==> src/rtl/core/line_follow_pd_steering_core_assert.svh <==
// Assertion macros for the line-follow PD steering core.
`ifndef LINE_FOLLOW_PD_STEERING_CORE_ASSERT_SVH
`define LINE_FOLLOW_PD_STEERING_CORE_ASSERT_SVH
`ifndef SYNTH
`define LFPD_ASSERT_IMPLY(label, ante, cons) \
  label: assert property (@(posedge clk) disable iff (!rst_n) (ante) |-> (cons)) \
    else $error("lfpd assertion failed");
`define LFPD_ASSERT_NEXT(label, ante, cons) \
  label: assert property (@(posedge clk) disable iff (!rst_n) (ante) |=> (cons)) \
    else $error("lfpd assertion failed");
`else
`define LFPD_ASSERT_IMPLY(label, ante, cons)
`define LFPD_ASSERT_NEXT(label, ante, cons)
`endif
`endif

==> src/rtl/core/lfpd_pkg.sv <==
// Types, codes and constants shared by the line-follow PD steering core.
`default_nettype none
package lfpd_pkg;

  typedef logic [1:0]        op_t;
  typedef logic signed [6:0] err_t;
  typedef logic [3:0]        sensors_t;
  typedef logic [31:0]       dist_t;
  typedef logic [1:0]        status_t;
  typedef logic [7:0]        brake_t;
  typedef logic [1:0]        kind_t;
  typedef logic [11:0]       speed_t;
  typedef logic [2:0]        cfg_idx_t;
  typedef logic [31:0]       cfg_data_t;
  typedef logic signed [24:0] prod_t;
  typedef logic signed [25:0] q_t;

  // Input operations.
  localparam op_t OP_TICK   = 2'd0;
  localparam op_t OP_STATUS = 2'd1;
  localparam op_t OP_BRAKE  = 2'd2;

  // Result kinds.
  localparam kind_t KIND_SPEED = 2'd0;
  localparam kind_t KIND_BRAKE = 2'd1;
  localparam kind_t KIND_HOLD  = 2'd2;
  localparam kind_t KIND_NONE  = 2'd3;

  // Run status codes.
  localparam status_t RUN_STOPPED = 2'd0;
  localparam status_t RUN_DETECT  = 2'd1;

  // Configuration register indexes.
  localparam cfg_idx_t CFG_GAIN_P    = 3'd0;
  localparam cfg_idx_t CFG_GAIN_D    = 3'd1;
  localparam cfg_idx_t CFG_BASE      = 3'd2;
  localparam cfg_idx_t CFG_NONSTOP   = 3'd3;
  localparam cfg_idx_t CFG_STOP_DIST = 3'd4;

  localparam logic [15:0] GAIN_P_RESET    = 16'd8960;
  localparam logic [15:0] GAIN_D_RESET    = 16'd3840;
  localparam speed_t      BASE_RESET      = 12'd300;
  localparam dist_t       STOP_DIST_RESET = 32'd10000;

  localparam logic [15:0] SOFT_KP   = 16'd3840;
  localparam logic [15:0] SOFT_KD   = 16'd1536;
  localparam speed_t      SOFT_BASE = 12'd200;

  localparam sensors_t CROWDED_SENSORS = 4'd5;
  localparam speed_t   MIN_SPEED       = 12'd30;
  localparam speed_t   MAX_SPEED       = 12'd4095;
  localparam q_t       MIN_SPEED_Q     = 26'sd7680;
  localparam q_t       ROUND_HALF      = 26'sd128;

  // Signed Q18.8 target to wheel speed: floor at the minimum, round half up, saturate.
  function automatic speed_t to_speed(input q_t q);
    q_t          rounded;
    logic [17:0] whole;
    begin
      rounded = q + ROUND_HALF;
      whole   = rounded[25:8];
      if (q < MIN_SPEED_Q) begin
        to_speed = MIN_SPEED;
      end else if (whole > 18'(MAX_SPEED)) begin
        to_speed = MAX_SPEED;
      end else begin
        to_speed = whole[11:0];
      end
    end
  endfunction

endpackage
`default_nettype wire

==> src/rtl/core/lfpd_channels.sv <==
// Handshake channel interfaces of the line-follow PD steering core.
`default_nettype none
interface lfpd_in_if;
  logic               valid;
  logic               ready;
  lfpd_pkg::op_t      op;
  lfpd_pkg::err_t     line_error;
  lfpd_pkg::sensors_t active_sensors;
  logic               stop_sensor;
  lfpd_pkg::dist_t    distance;
  lfpd_pkg::status_t  status_value;
  lfpd_pkg::brake_t   brake_ticks;

  modport source (output valid, op, line_error, active_sensors, stop_sensor, distance,
                  status_value, brake_ticks, input ready);
  modport sink (input valid, op, line_error, active_sensors, stop_sensor, distance,
                status_value, brake_ticks, output ready);
endinterface

interface lfpd_out_if;
  logic             valid;
  logic             ready;
  lfpd_pkg::kind_t  drive_kind;
  lfpd_pkg::speed_t left_target;
  lfpd_pkg::speed_t right_target;
  logic             pid_reset;
  logic             stop_line_hit;

  modport source (output valid, drive_kind, left_target, right_target, pid_reset,
                  stop_line_hit, input ready);
  modport sink (input valid, drive_kind, left_target, right_target, pid_reset,
                stop_line_hit, output ready);
endinterface

interface lfpd_cfg_if;
  logic                valid;
  logic                ready;
  lfpd_pkg::cfg_idx_t  index;
  lfpd_pkg::cfg_data_t data;

  modport source (output valid, index, data, input ready);
  modport sink (input valid, index, data, output ready);
endinterface
`default_nettype wire

==> src/rtl/core/line_follow_pd_steering_core.sv <==
// Line-follow PD steering core: state update, gain products and wheel target shaping.
//
//   channel  direction  transfer when        payload
//   in_ch    sink       valid && ready       op, sensor error, sensors, stop bit, distance
//   out_ch   source     valid && ready       drive kind, left/right targets, flags
//   cfg_ch   sink       valid (ready tied)   register index, write data
//
// One item per cycle sustained while the output is not stalled; each result passes both registers.
// The first register holds the two gain products, the second the shaped targets.
// Run state, brake count and error history update at the input transfer itself.
// A stalled output holds both registers; input is refused only when both are full.
// rst_n is synchronous: configuration returns to its defaults and status to stopped.
`default_nettype none
module line_follow_pd_steering_core (
  input  wire           clk,
  input  wire           rst_n,
  lfpd_in_if.sink       in_ch,
  lfpd_out_if.source    out_ch,
  lfpd_cfg_if.sink      cfg_ch
);

  `include "line_follow_pd_steering_core_assert.svh"

  // Configuration.
  logic [15:0]       gain_p_r, gain_d_r;
  lfpd_pkg::speed_t  base_r;
  logic              nonstop_r;
  lfpd_pkg::dist_t   stop_dist_r;

  // Run state.
  lfpd_pkg::status_t run_status_r, run_status_nxt;
  lfpd_pkg::brake_t  brake_count_r, brake_count_nxt;
  lfpd_pkg::err_t    prev_err_r, prev_err_nxt;
  lfpd_pkg::err_t    held_err_r, held_err_nxt;
  logic              first_tick_r, first_tick_nxt;

  // Product stage.
  logic              s1_valid_r, s1_valid_nxt;
  lfpd_pkg::kind_t   s1_kind_r, s1_kind_nxt;
  logic              s1_pid_reset_r, s1_pid_reset_nxt;
  logic              s1_hit_r, s1_hit_nxt;
  lfpd_pkg::prod_t   s1_p_r, s1_p_nxt;
  lfpd_pkg::prod_t   s1_d_r, s1_d_nxt;
  lfpd_pkg::speed_t  s1_base_r;

  // Result stage.
  logic              out_valid_r, out_valid_nxt;
  lfpd_pkg::kind_t   out_kind_r;
  lfpd_pkg::speed_t  out_left_r, out_left_nxt;
  lfpd_pkg::speed_t  out_right_r, out_right_nxt;
  logic              out_pid_reset_r;
  logic              out_hit_r;

  logic              in_fire;
  logic              out_free;
  logic              lost_line;
  logic              crowded;
  logic              stop_hit;
  logic              p_only;
  lfpd_pkg::err_t    err_eff;
  logic signed [7:0] err_neg;
  logic signed [7:0] err_diff;
  logic [15:0]       kp, kd;
  lfpd_pkg::speed_t  base_sel;
  lfpd_pkg::q_t      turn;
  lfpd_pkg::q_t      base_q;

  assign out_free     = !out_valid_r || out_ch.ready;
  assign in_ch.ready  = !s1_valid_r || out_free;
  assign in_fire      = in_ch.valid && in_ch.ready;
  assign cfg_ch.ready = 1'b1;

  assign lost_line = (in_ch.active_sensors == '0);
  assign crowded   = (in_ch.active_sensors >= lfpd_pkg::CROWDED_SENSORS);
  assign err_eff   = (lost_line || crowded) ? held_err_r : in_ch.line_error;
  assign err_neg   = -{err_eff[6], err_eff};
  assign err_diff  = {prev_err_r[6], prev_err_r} - {err_eff[6], err_eff};
  // The derivative term is dropped on the tick after a stop and on a lost line.
  assign p_only    = first_tick_r || lost_line;
  assign stop_hit  = !nonstop_r && (run_status_r == lfpd_pkg::RUN_DETECT) &&
                     in_ch.stop_sensor && (in_ch.distance > stop_dist_r);

  assign kp       = nonstop_r ? lfpd_pkg::SOFT_KP : gain_p_r;
  assign kd       = nonstop_r ? lfpd_pkg::SOFT_KD : gain_d_r;
  assign base_sel = nonstop_r ? lfpd_pkg::SOFT_BASE : base_r;

  always_comb begin
    run_status_nxt   = run_status_r;
    brake_count_nxt  = brake_count_r;
    prev_err_nxt     = prev_err_r;
    held_err_nxt     = held_err_r;
    first_tick_nxt   = first_tick_r;
    s1_kind_nxt      = lfpd_pkg::KIND_NONE;
    s1_pid_reset_nxt = 1'b0;
    s1_hit_nxt       = 1'b0;
    s1_p_nxt         = $signed({1'b0, kp}) * err_neg;
    s1_d_nxt         = p_only ? lfpd_pkg::prod_t'(0) : $signed({1'b0, kd}) * err_diff;
    case (in_ch.op)
      lfpd_pkg::OP_TICK: begin
        if (run_status_r == lfpd_pkg::RUN_STOPPED) begin
          s1_pid_reset_nxt = 1'b1;
          if (brake_count_r != '0) begin
            brake_count_nxt = brake_count_r - 8'd1;
            s1_kind_nxt     = lfpd_pkg::KIND_BRAKE;
          end else begin
            s1_kind_nxt     = lfpd_pkg::KIND_HOLD;
          end
          first_tick_nxt = 1'b1;
          held_err_nxt   = '0;
        end else begin
          if (stop_hit) begin
            run_status_nxt  = lfpd_pkg::RUN_STOPPED;
            brake_count_nxt = '0;
            s1_hit_nxt      = 1'b1;
          end
          s1_kind_nxt    = lfpd_pkg::KIND_SPEED;
          held_err_nxt   = err_eff;
          prev_err_nxt   = err_eff;
          first_tick_nxt = 1'b0;
        end
      end
      lfpd_pkg::OP_STATUS: run_status_nxt  = in_ch.status_value;
      lfpd_pkg::OP_BRAKE:  brake_count_nxt = in_ch.brake_ticks;
      default: ;
    endcase
  end

  always_comb begin
    s1_valid_nxt = s1_valid_r;
    if (in_fire) begin
      s1_valid_nxt = 1'b1;
    end else if (out_free) begin
      s1_valid_nxt = 1'b0;
    end
    out_valid_nxt = out_free ? s1_valid_r : out_valid_r;
  end

  // Second stage: sum the products and shape both wheel targets.
  assign turn   = {s1_p_r[24], s1_p_r} + {s1_d_r[24], s1_d_r};
  assign base_q = $signed({6'b0, s1_base_r, 8'b0});

  always_comb begin
    out_left_nxt  = '0;
    out_right_nxt = '0;
    if (s1_kind_r == lfpd_pkg::KIND_SPEED) begin
      out_left_nxt  = lfpd_pkg::to_speed(base_q - turn);
      out_right_nxt = lfpd_pkg::to_speed(base_q + turn);
    end
  end

  always_ff @(posedge clk) begin
    if (!rst_n) begin
      gain_p_r      <= lfpd_pkg::GAIN_P_RESET;
      gain_d_r      <= lfpd_pkg::GAIN_D_RESET;
      base_r        <= lfpd_pkg::BASE_RESET;
      nonstop_r     <= 1'b0;
      stop_dist_r   <= lfpd_pkg::STOP_DIST_RESET;
      run_status_r  <= lfpd_pkg::RUN_STOPPED;
      brake_count_r <= '0;
      prev_err_r    <= '0;
      held_err_r    <= '0;
      first_tick_r  <= 1'b1;
      s1_valid_r    <= 1'b0;
      out_valid_r   <= 1'b0;
    end else begin
      if (cfg_ch.valid) begin
        unique case (cfg_ch.index)
          lfpd_pkg::CFG_GAIN_P:    gain_p_r    <= cfg_ch.data[15:0];
          lfpd_pkg::CFG_GAIN_D:    gain_d_r    <= cfg_ch.data[15:0];
          lfpd_pkg::CFG_BASE:      base_r      <= cfg_ch.data[11:0];
          lfpd_pkg::CFG_NONSTOP:   nonstop_r   <= cfg_ch.data[0];
          lfpd_pkg::CFG_STOP_DIST: stop_dist_r <= cfg_ch.data;
          default: ;
        endcase
      end
      if (in_fire) begin
        run_status_r  <= run_status_nxt;
        brake_count_r <= brake_count_nxt;
        prev_err_r    <= prev_err_nxt;
        held_err_r    <= held_err_nxt;
        first_tick_r  <= first_tick_nxt;
      end
      s1_valid_r  <= s1_valid_nxt;
      out_valid_r <= out_valid_nxt;
    end
  end

  always_ff @(posedge clk) begin
    if (in_fire) begin
      s1_kind_r      <= s1_kind_nxt;
      s1_pid_reset_r <= s1_pid_reset_nxt;
      s1_hit_r       <= s1_hit_nxt;
      s1_p_r         <= s1_p_nxt;
      s1_d_r         <= s1_d_nxt;
      s1_base_r      <= base_sel;
    end
    if (out_free && s1_valid_r) begin
      out_kind_r      <= s1_kind_r;
      out_left_r      <= out_left_nxt;
      out_right_r     <= out_right_nxt;
      out_pid_reset_r <= s1_pid_reset_r;
      out_hit_r       <= s1_hit_r;
    end
  end

  assign out_ch.valid         = out_valid_r;
  assign out_ch.drive_kind    = out_kind_r;
  assign out_ch.left_target   = out_left_r;
  assign out_ch.right_target  = out_right_r;
  assign out_ch.pid_reset     = out_pid_reset_r;
  assign out_ch.stop_line_hit = out_hit_r;

  `LFPD_ASSERT_IMPLY(a_idle_targets_zero,
    out_valid_r && (out_kind_r != lfpd_pkg::KIND_SPEED),
    (out_left_r == '0) && (out_right_r == '0))
  `LFPD_ASSERT_IMPLY(a_speed_floor,
    out_valid_r && (out_kind_r == lfpd_pkg::KIND_SPEED),
    (out_left_r >= lfpd_pkg::MIN_SPEED) && (out_right_r >= lfpd_pkg::MIN_SPEED))
  `LFPD_ASSERT_IMPLY(a_hit_is_speed_tick,
    out_valid_r && out_hit_r,
    (out_kind_r == lfpd_pkg::KIND_SPEED) && !out_pid_reset_r)
  `LFPD_ASSERT_NEXT(a_hit_stops,
    in_fire && (in_ch.op == lfpd_pkg::OP_TICK) && (run_status_r != lfpd_pkg::RUN_STOPPED) &&
      stop_hit,
    (run_status_r == lfpd_pkg::RUN_STOPPED) && (brake_count_r == '0))

endmodule
`default_nettype wire
==> src/flat_wrapper.sv <==
// flat-port wrapper written by rule: the top's interface ports become plain ports
module line_follow_pd_steering_core_flat 
  (clk, rst_n, in_ch_valid, in_ch_op, in_ch_line_error, in_ch_active_sensors, in_ch_stop_sensor, in_ch_distance, in_ch_status_value, in_ch_brake_ticks, in_ch_ready, out_ch_valid, out_ch_drive_kind, out_ch_left_target, out_ch_right_target, out_ch_pid_reset, out_ch_stop_line_hit, out_ch_ready, cfg_ch_valid, cfg_ch_index, cfg_ch_data, cfg_ch_ready);
  lfpd_in_if in_ch_i ();
  lfpd_out_if out_ch_i ();
  lfpd_cfg_if cfg_ch_i ();
  input  wire clk;
  input  wire rst_n;
  input wire logic [$bits(in_ch_i.valid)-1:0] in_ch_valid;
  input wire logic [$bits(in_ch_i.op)-1:0] in_ch_op;
  input wire logic [$bits(in_ch_i.line_error)-1:0] in_ch_line_error;
  input wire logic [$bits(in_ch_i.active_sensors)-1:0] in_ch_active_sensors;
  input wire logic [$bits(in_ch_i.stop_sensor)-1:0] in_ch_stop_sensor;
  input wire logic [$bits(in_ch_i.distance)-1:0] in_ch_distance;
  input wire logic [$bits(in_ch_i.status_value)-1:0] in_ch_status_value;
  input wire logic [$bits(in_ch_i.brake_ticks)-1:0] in_ch_brake_ticks;
  output wire logic [$bits(in_ch_i.ready)-1:0] in_ch_ready;
  output wire logic [$bits(out_ch_i.valid)-1:0] out_ch_valid;
  output wire logic [$bits(out_ch_i.drive_kind)-1:0] out_ch_drive_kind;
  output wire logic [$bits(out_ch_i.left_target)-1:0] out_ch_left_target;
  output wire logic [$bits(out_ch_i.right_target)-1:0] out_ch_right_target;
  output wire logic [$bits(out_ch_i.pid_reset)-1:0] out_ch_pid_reset;
  output wire logic [$bits(out_ch_i.stop_line_hit)-1:0] out_ch_stop_line_hit;
  input wire logic [$bits(out_ch_i.ready)-1:0] out_ch_ready;
  input wire logic [$bits(cfg_ch_i.valid)-1:0] cfg_ch_valid;
  input wire logic [$bits(cfg_ch_i.index)-1:0] cfg_ch_index;
  input wire logic [$bits(cfg_ch_i.data)-1:0] cfg_ch_data;
  output wire logic [$bits(cfg_ch_i.ready)-1:0] cfg_ch_ready;
  assign in_ch_i.valid = in_ch_valid;
  assign in_ch_i.op = in_ch_op;
  assign in_ch_i.line_error = in_ch_line_error;
  assign in_ch_i.active_sensors = in_ch_active_sensors;
  assign in_ch_i.stop_sensor = in_ch_stop_sensor;
  assign in_ch_i.distance = in_ch_distance;
  assign in_ch_i.status_value = in_ch_status_value;
  assign in_ch_i.brake_ticks = in_ch_brake_ticks;
  assign in_ch_ready = in_ch_i.ready;
  assign out_ch_valid = out_ch_i.valid;
  assign out_ch_drive_kind = out_ch_i.drive_kind;
  assign out_ch_left_target = out_ch_i.left_target;
  assign out_ch_right_target = out_ch_i.right_target;
  assign out_ch_pid_reset = out_ch_i.pid_reset;
  assign out_ch_stop_line_hit = out_ch_i.stop_line_hit;
  assign out_ch_i.ready = out_ch_ready;
  assign cfg_ch_i.valid = cfg_ch_valid;
  assign cfg_ch_i.index = cfg_ch_index;
  assign cfg_ch_i.data = cfg_ch_data;
  assign cfg_ch_ready = cfg_ch_i.ready;
  line_follow_pd_steering_core u_core (.clk(clk), .rst_n(rst_n), .in_ch(in_ch_i), .out_ch(out_ch_i), .cfg_ch(cfg_ch_i));
endmodule
==> config.mk <==
export PLATFORM = sky130hd
export DESIGN_NAME = line_follow_pd_steering_core_flat
export DESIGN_NICKNAME = d
export VERILOG_FILES = /design/src/rtl/core/lfpd_pkg.sv /design/src/rtl/core/lfpd_channels.sv /design/src/rtl/core/line_follow_pd_steering_core.sv /design/src/flat_wrapper.sv
export VERILOG_INCLUDE_DIRS = /design/src /design/src/rtl/core
export SDC_FILE = /design/constraint.sdc
export NUM_CORES = 1
export LEC_CHECK = 0
export ABC_AREA = 1
export BUFFER_PORTS_ARGS = -buffer_cell sky130_fd_sc_hd__buf_2
export CAP_MARGIN = 20
export CORE_AREA = 2 2 208 210
export DETAILED_ROUTE_END_ITERATION = 8
export DIE_AREA = 0 0 210 212
export PLACE_DENSITY = 0.67
export SLEW_MARGIN = 0
export SYNTH_ARGS = -nofsm -noshare
export SYNTH_HDL_FRONTEND = slang
export SYNTH_SLANG_ARGS = --single-unit
==> constraint.sdc <==
create_clock -name clk -period 15.5 [get_ports clk]
set_clock_uncertainty 0.1 [all_clocks]
set_input_delay 0 -clock clk [delete_from_list [all_inputs] [get_ports clk]]
set_output_delay 0 -clock clk [all_outputs]
set_load 0.02 [all_outputs]
==> run summary <==
Global routing
- pin count of the biggest net entering global routing: 83
- antenna violations before repair: 1
- via count of the first global-routing pass: 18941
- wire length of the first global-routing pass: 94240 um
- grt total ovfl: 0
- overall routing resource usage: 0.2704

Timing
- RSZ-0062 raised after global routing: false
- final total negative setup slack: 0 ns
- Finish-stage setup viols: 0
- Worst Max-Slew Pin Slew: 1.092 ns
- clock period minus worst slack: 8.094 ns
- Final Hold Vio Count: 0
- Final period util: 0.5222
- Slew Limit Headroom: 0.2718
- Worst Hold Margin: 0.03890 ns
- Max Clk Rate: 123.6 MHz
- Max Slew Vio Count: 0

Routing
- final routed DRC violation total: 0
- routed len/inst: 16.40 um
- Detail Route Antenna Nets: 0
- Post-Route WL: 57730 um
- vias post-DR: 18517
- number of DRC markers in iteration 0: 1384
- first drt pass iteration count: 5
- detailed-route vias per instance: 5.259

Yosys
- Post-synth top flop: sky130_fd_sc_hd__dfxtp_1
- leading area contributor after synthesis: sky130_fd_sc_hd__fa_1
- FFs w/ async S/R, synth: 0
- Synthesized Nets: 3267
- post-synthesis sequential area ratio: 0.2351
- post-synthesis cell type count: 55
- Yosys warning total: 0
- share of the synthesized area in the top cell type: 0.1660
- Seq cells post-synth: 198
- Post-Synthesis Mean Instance Area: 7.467 um2
- cell types occupying the most area after synthesis: sky130_fd_sc_hd__fa_1 17%, sky130_fd_sc_hd__edfxtp_1 14%, sky130_fd_sc_hd__ha_1 12%
- Syn Std Cell Area: 0.02086 mm2
- EDFF count, synth: 94
- synthesized instance count: 2794

Clocking
- clk sinks: 198
- number of H-tree levels: 4
- Max Buffers Root-to-Sink: 2
- buffer type at the clock tree root: sky130_fd_sc_hd__clkbuf_16
- Inserted Clock Buffers: 17
- clock tree from TritonCTS: built
- Clock transition at path regs: 0.08 ns
- later-pin clock latency in the skew report: 0.49 ns

Floorplan
- area of the die: 0.04452 mm2
- width of the die: 210 um
- placeable core region: 0.04251 mm2
- starting density of the core: 0.4908
- vertical die dimension: 212 um
- number of top-level pins: 127
- floorplan row count: 76

Worst setup path
- number of buffer and inverter stages on the critical path: 9
- required time of the critical path: 15.66 ns
- largest incremental delay on the critical path: 0.72 ns
- cell mode on critical path: sky130_fd_sc_hd__nand2_1
- cell family with most CP delay: adder cells
- CP endpoint kind: register
- Worst Path Max Fanout: 17
- Slowest-stage cell, CP: sky130_fd_sc_hd__o21ai_2
- Arrival @ worst endpoint: 8.25 ns
- crit start category: input pin
- type of the worst setup path: input pin to register

Layout
- Final Net Count: 3435
- antenna cells: 0
- Area Growth Syn to Fin: 11.93%
- combined area of the multi-input logic cells: 0.01365 mm2
- number of fillers in the final layout: 4041
- register cell area after layout: 0.004905 mm2
- share of layout cells above drive strength 1: 0.08034

Placed design
- Final GP Congestion: 0.9931
- number of port buffers: 125
- hpwl dp: 46860 um

Power and ir drop
- Static Leak: 11.72 nW
- Power Dens Cells: 187.6 mW/mm2
- worst vdd ir: 0.1259 mV

Flow run
- Maximum Capacitance Violations: 0

Worst hold path
- Min-Delay Path Class: input pin to register

Status
- run status: completed

-- logic make-up (layout without fill, tap and decap cells) --
logic type                 count (synthesis)  in the layout  synth area share
AOI/OAI and AO/OA                        383            383           0.09997
xor gates and xnor gates                  74             74           0.03232
adders and majority gates                377            377            0.2883
buffers and inverters                    609            790            0.1111
DFF                                      198            198            0.2351
muxes                                      1              1         0.0004798
other                                      1              1         0.0001797
and+or+nand+nor                         1151           1151            0.2325
-- flip-flops by register name, indices dropped and copies added, names as in the netlist, 2 cells and up --
name	cells
u_core.stop_dist_r	32
u_core.s1_d_r	25
u_core.s1_p_r	25
u_core.gain_d_r	16
u_core.gain_p_r	16
u_core.base_r	12
u_core.out_ch.left_target	12
u_core.out_ch.right_target	12
u_core.s1_base_r	12
u_core.brake_count_r	8
u_core.held_err_r	7
u_core.prev_err_r	7
u_core.out_ch.drive_kind	2
u_core.run_status_r	2
u_core.s1_kind_r	2
-- metal layers --
layer,part of all wire,vias up,routed length [um],track usage
li1,-,9112,-,-
met1,0.42,8763,24510,0.3319
met2,0.49,536,28350,0.4821
met3,0.054,106,3102,0.03900
met4,0.031,0,1761,0.1027
met5,0,-,0,0
-- path summary, 6_finish.rpt --
kind / start / endpoint / slack (ns) / cells past startpoint
worst max-delay path: in_ch_active_sensors[0] / u_core.s1_d_r[24]$_SDFFCE_PP0P_ / 7.41 / 43
worst min-delay path: cfg_ch_valid / u_core.gain_p_r[1]$_SDFFE_PN0P_ / 0.04 / 7
worst max register to register: u_core.held_err_r[0]$_SDFFE_PN0P_ / u_core.s1_d_r[24]$_SDFFCE_PP0P_ / 7.43 / 39
worst min register to register: u_core.s1_pid_reset_r$_SDFFCE_PN0P_ / u_core.out_ch.pid_reset$_DFFE_PP_ / 0.35 / 0
-- power by group --
| part | internal, mW | leakage [nW] | total [mW] | switching, mW |
|---|---|---|---|---|
| clock | 0.239 | 0.311 | 0.487 | 0.248 |
| sequential | 0.633 | 1.77 | 0.664 | 0.0312 |
| combinational | 1.07 | 9.64 | 3.23 | 2.16 |
-- synth_stat cells, types with 5 or more instances --
master and count:
sky130_fd_sc_hd__dfxtp_1 104, sky130_fd_sc_hd__clkbuf_1 39, sky130_fd_sc_hd__nand3_1 134, sky130_fd_sc_hd__buf_2 11, sky130_fd_sc_hd__nand2_2 19, sky130_fd_sc_hd__o21a_1 9
sky130_fd_sc_hd__o21ai_1 7, sky130_fd_sc_hd__nor3_1 25, sky130_fd_sc_hd__a31oi_1 10, sky130_fd_sc_hd__a21oi_1 190, sky130_fd_sc_hd__o21ai_0 121, sky130_fd_sc_hd__o211ai_1 11
sky130_fd_sc_hd__nor2_4 5, sky130_fd_sc_hd__nand2_1 486, sky130_fd_sc_hd__or2_2 8, sky130_fd_sc_hd__nand3_2 8, sky130_fd_sc_hd__inv_2 7, sky130_fd_sc_hd__fa_1 173
sky130_fd_sc_hd__ha_1 204, sky130_fd_sc_hd__nor2_1 418, sky130_fd_sc_hd__edfxtp_1 94, sky130_fd_sc_hd__nor2_2 6, sky130_fd_sc_hd__xor2_1 60, sky130_fd_sc_hd__xnor2_1 12
sky130_fd_sc_hd__nand4_1 25, sky130_fd_sc_hd__inv_1 543, sky130_fd_sc_hd__o21bai_1 9
-- worst register-to-register path, delay by kind of cell, from the launching register on --
family | cells | cell delay (ns)
buffers and inverters | 8 | 0.91
AOI/OAI and AO/OA | 10 | 2.21
adders and majority gates | 7 | 2.88
DFF | 1 | 0.32
and+or+nand+nor | 14 | 1.43
-- cells in the final DEF, fill, tap and decap left out, types with 9 or more instances in the layout --
master                          netlist  layout
sky130_fd_sc_hd__a21oi_1            190     189
sky130_fd_sc_hd__a31oi_1             10      10
sky130_fd_sc_hd__buf_2               11     126
sky130_fd_sc_hd__clkbuf_16            0      17
sky130_fd_sc_hd__dfxtp_1            104     104
sky130_fd_sc_hd__dlygate4sd3_1        0      71
sky130_fd_sc_hd__edfxtp_1            94      94
sky130_fd_sc_hd__fa_1               173     173
sky130_fd_sc_hd__ha_1               204     204
sky130_fd_sc_hd__inv_1              543     542
sky130_fd_sc_hd__nand2_1            486     486
sky130_fd_sc_hd__nand2_2             19      19
sky130_fd_sc_hd__nand3_1            134     134
sky130_fd_sc_hd__nand4_1             25      25
sky130_fd_sc_hd__nor2_1             418     418
sky130_fd_sc_hd__nor3_1              25      25
sky130_fd_sc_hd__o211ai_1            11      11
sky130_fd_sc_hd__o21a_1               9       9
sky130_fd_sc_hd__o21ai_0            121     121
sky130_fd_sc_hd__o21bai_1             9       9
sky130_fd_sc_hd__xnor2_1             12      12
sky130_fd_sc_hd__xor2_1              60      60
-- metrics by stage --
stage,power [mW],utilization,area [um2],std cells,setup WS [ns]
floorplan,3.069,-,20860,2794,8.693
global placement,3.789,0.5174,21990,3416,7.286
detailed placement,3.859,0.5174,21990,3416,6.976
CTS,4.374,0.5491,23340,3519,7.507
global route,4.863,0.5494,23350,3521,6.572
finish,4.380,0.5494,23350,3521,7.406
-- layout make-up --
| class | instances | share of cell area |
|---|---|---|
| Multi-Input combinational cell | 1987 | 0.5846 |
| Tap cell | 546 | 0.02925 |
| Inverter | 553 | 0.08888 |
| Timing Repair Buffer | 205 | 0.06001 |
| Sequential cell | 198 | 0.2100 |
| Clock inverter | 15 | 0.009054 |
| Clock buffer | 17 | 0.01822 |
-- repair_timing --
action,CTS,global route
hold endpoints to repair,103,0
hold buffers,71,0
setup buffers,0,0
setup endpoints to repair,0,0
gates resized for setup,0,0
(Power assumes the default switching activity.)
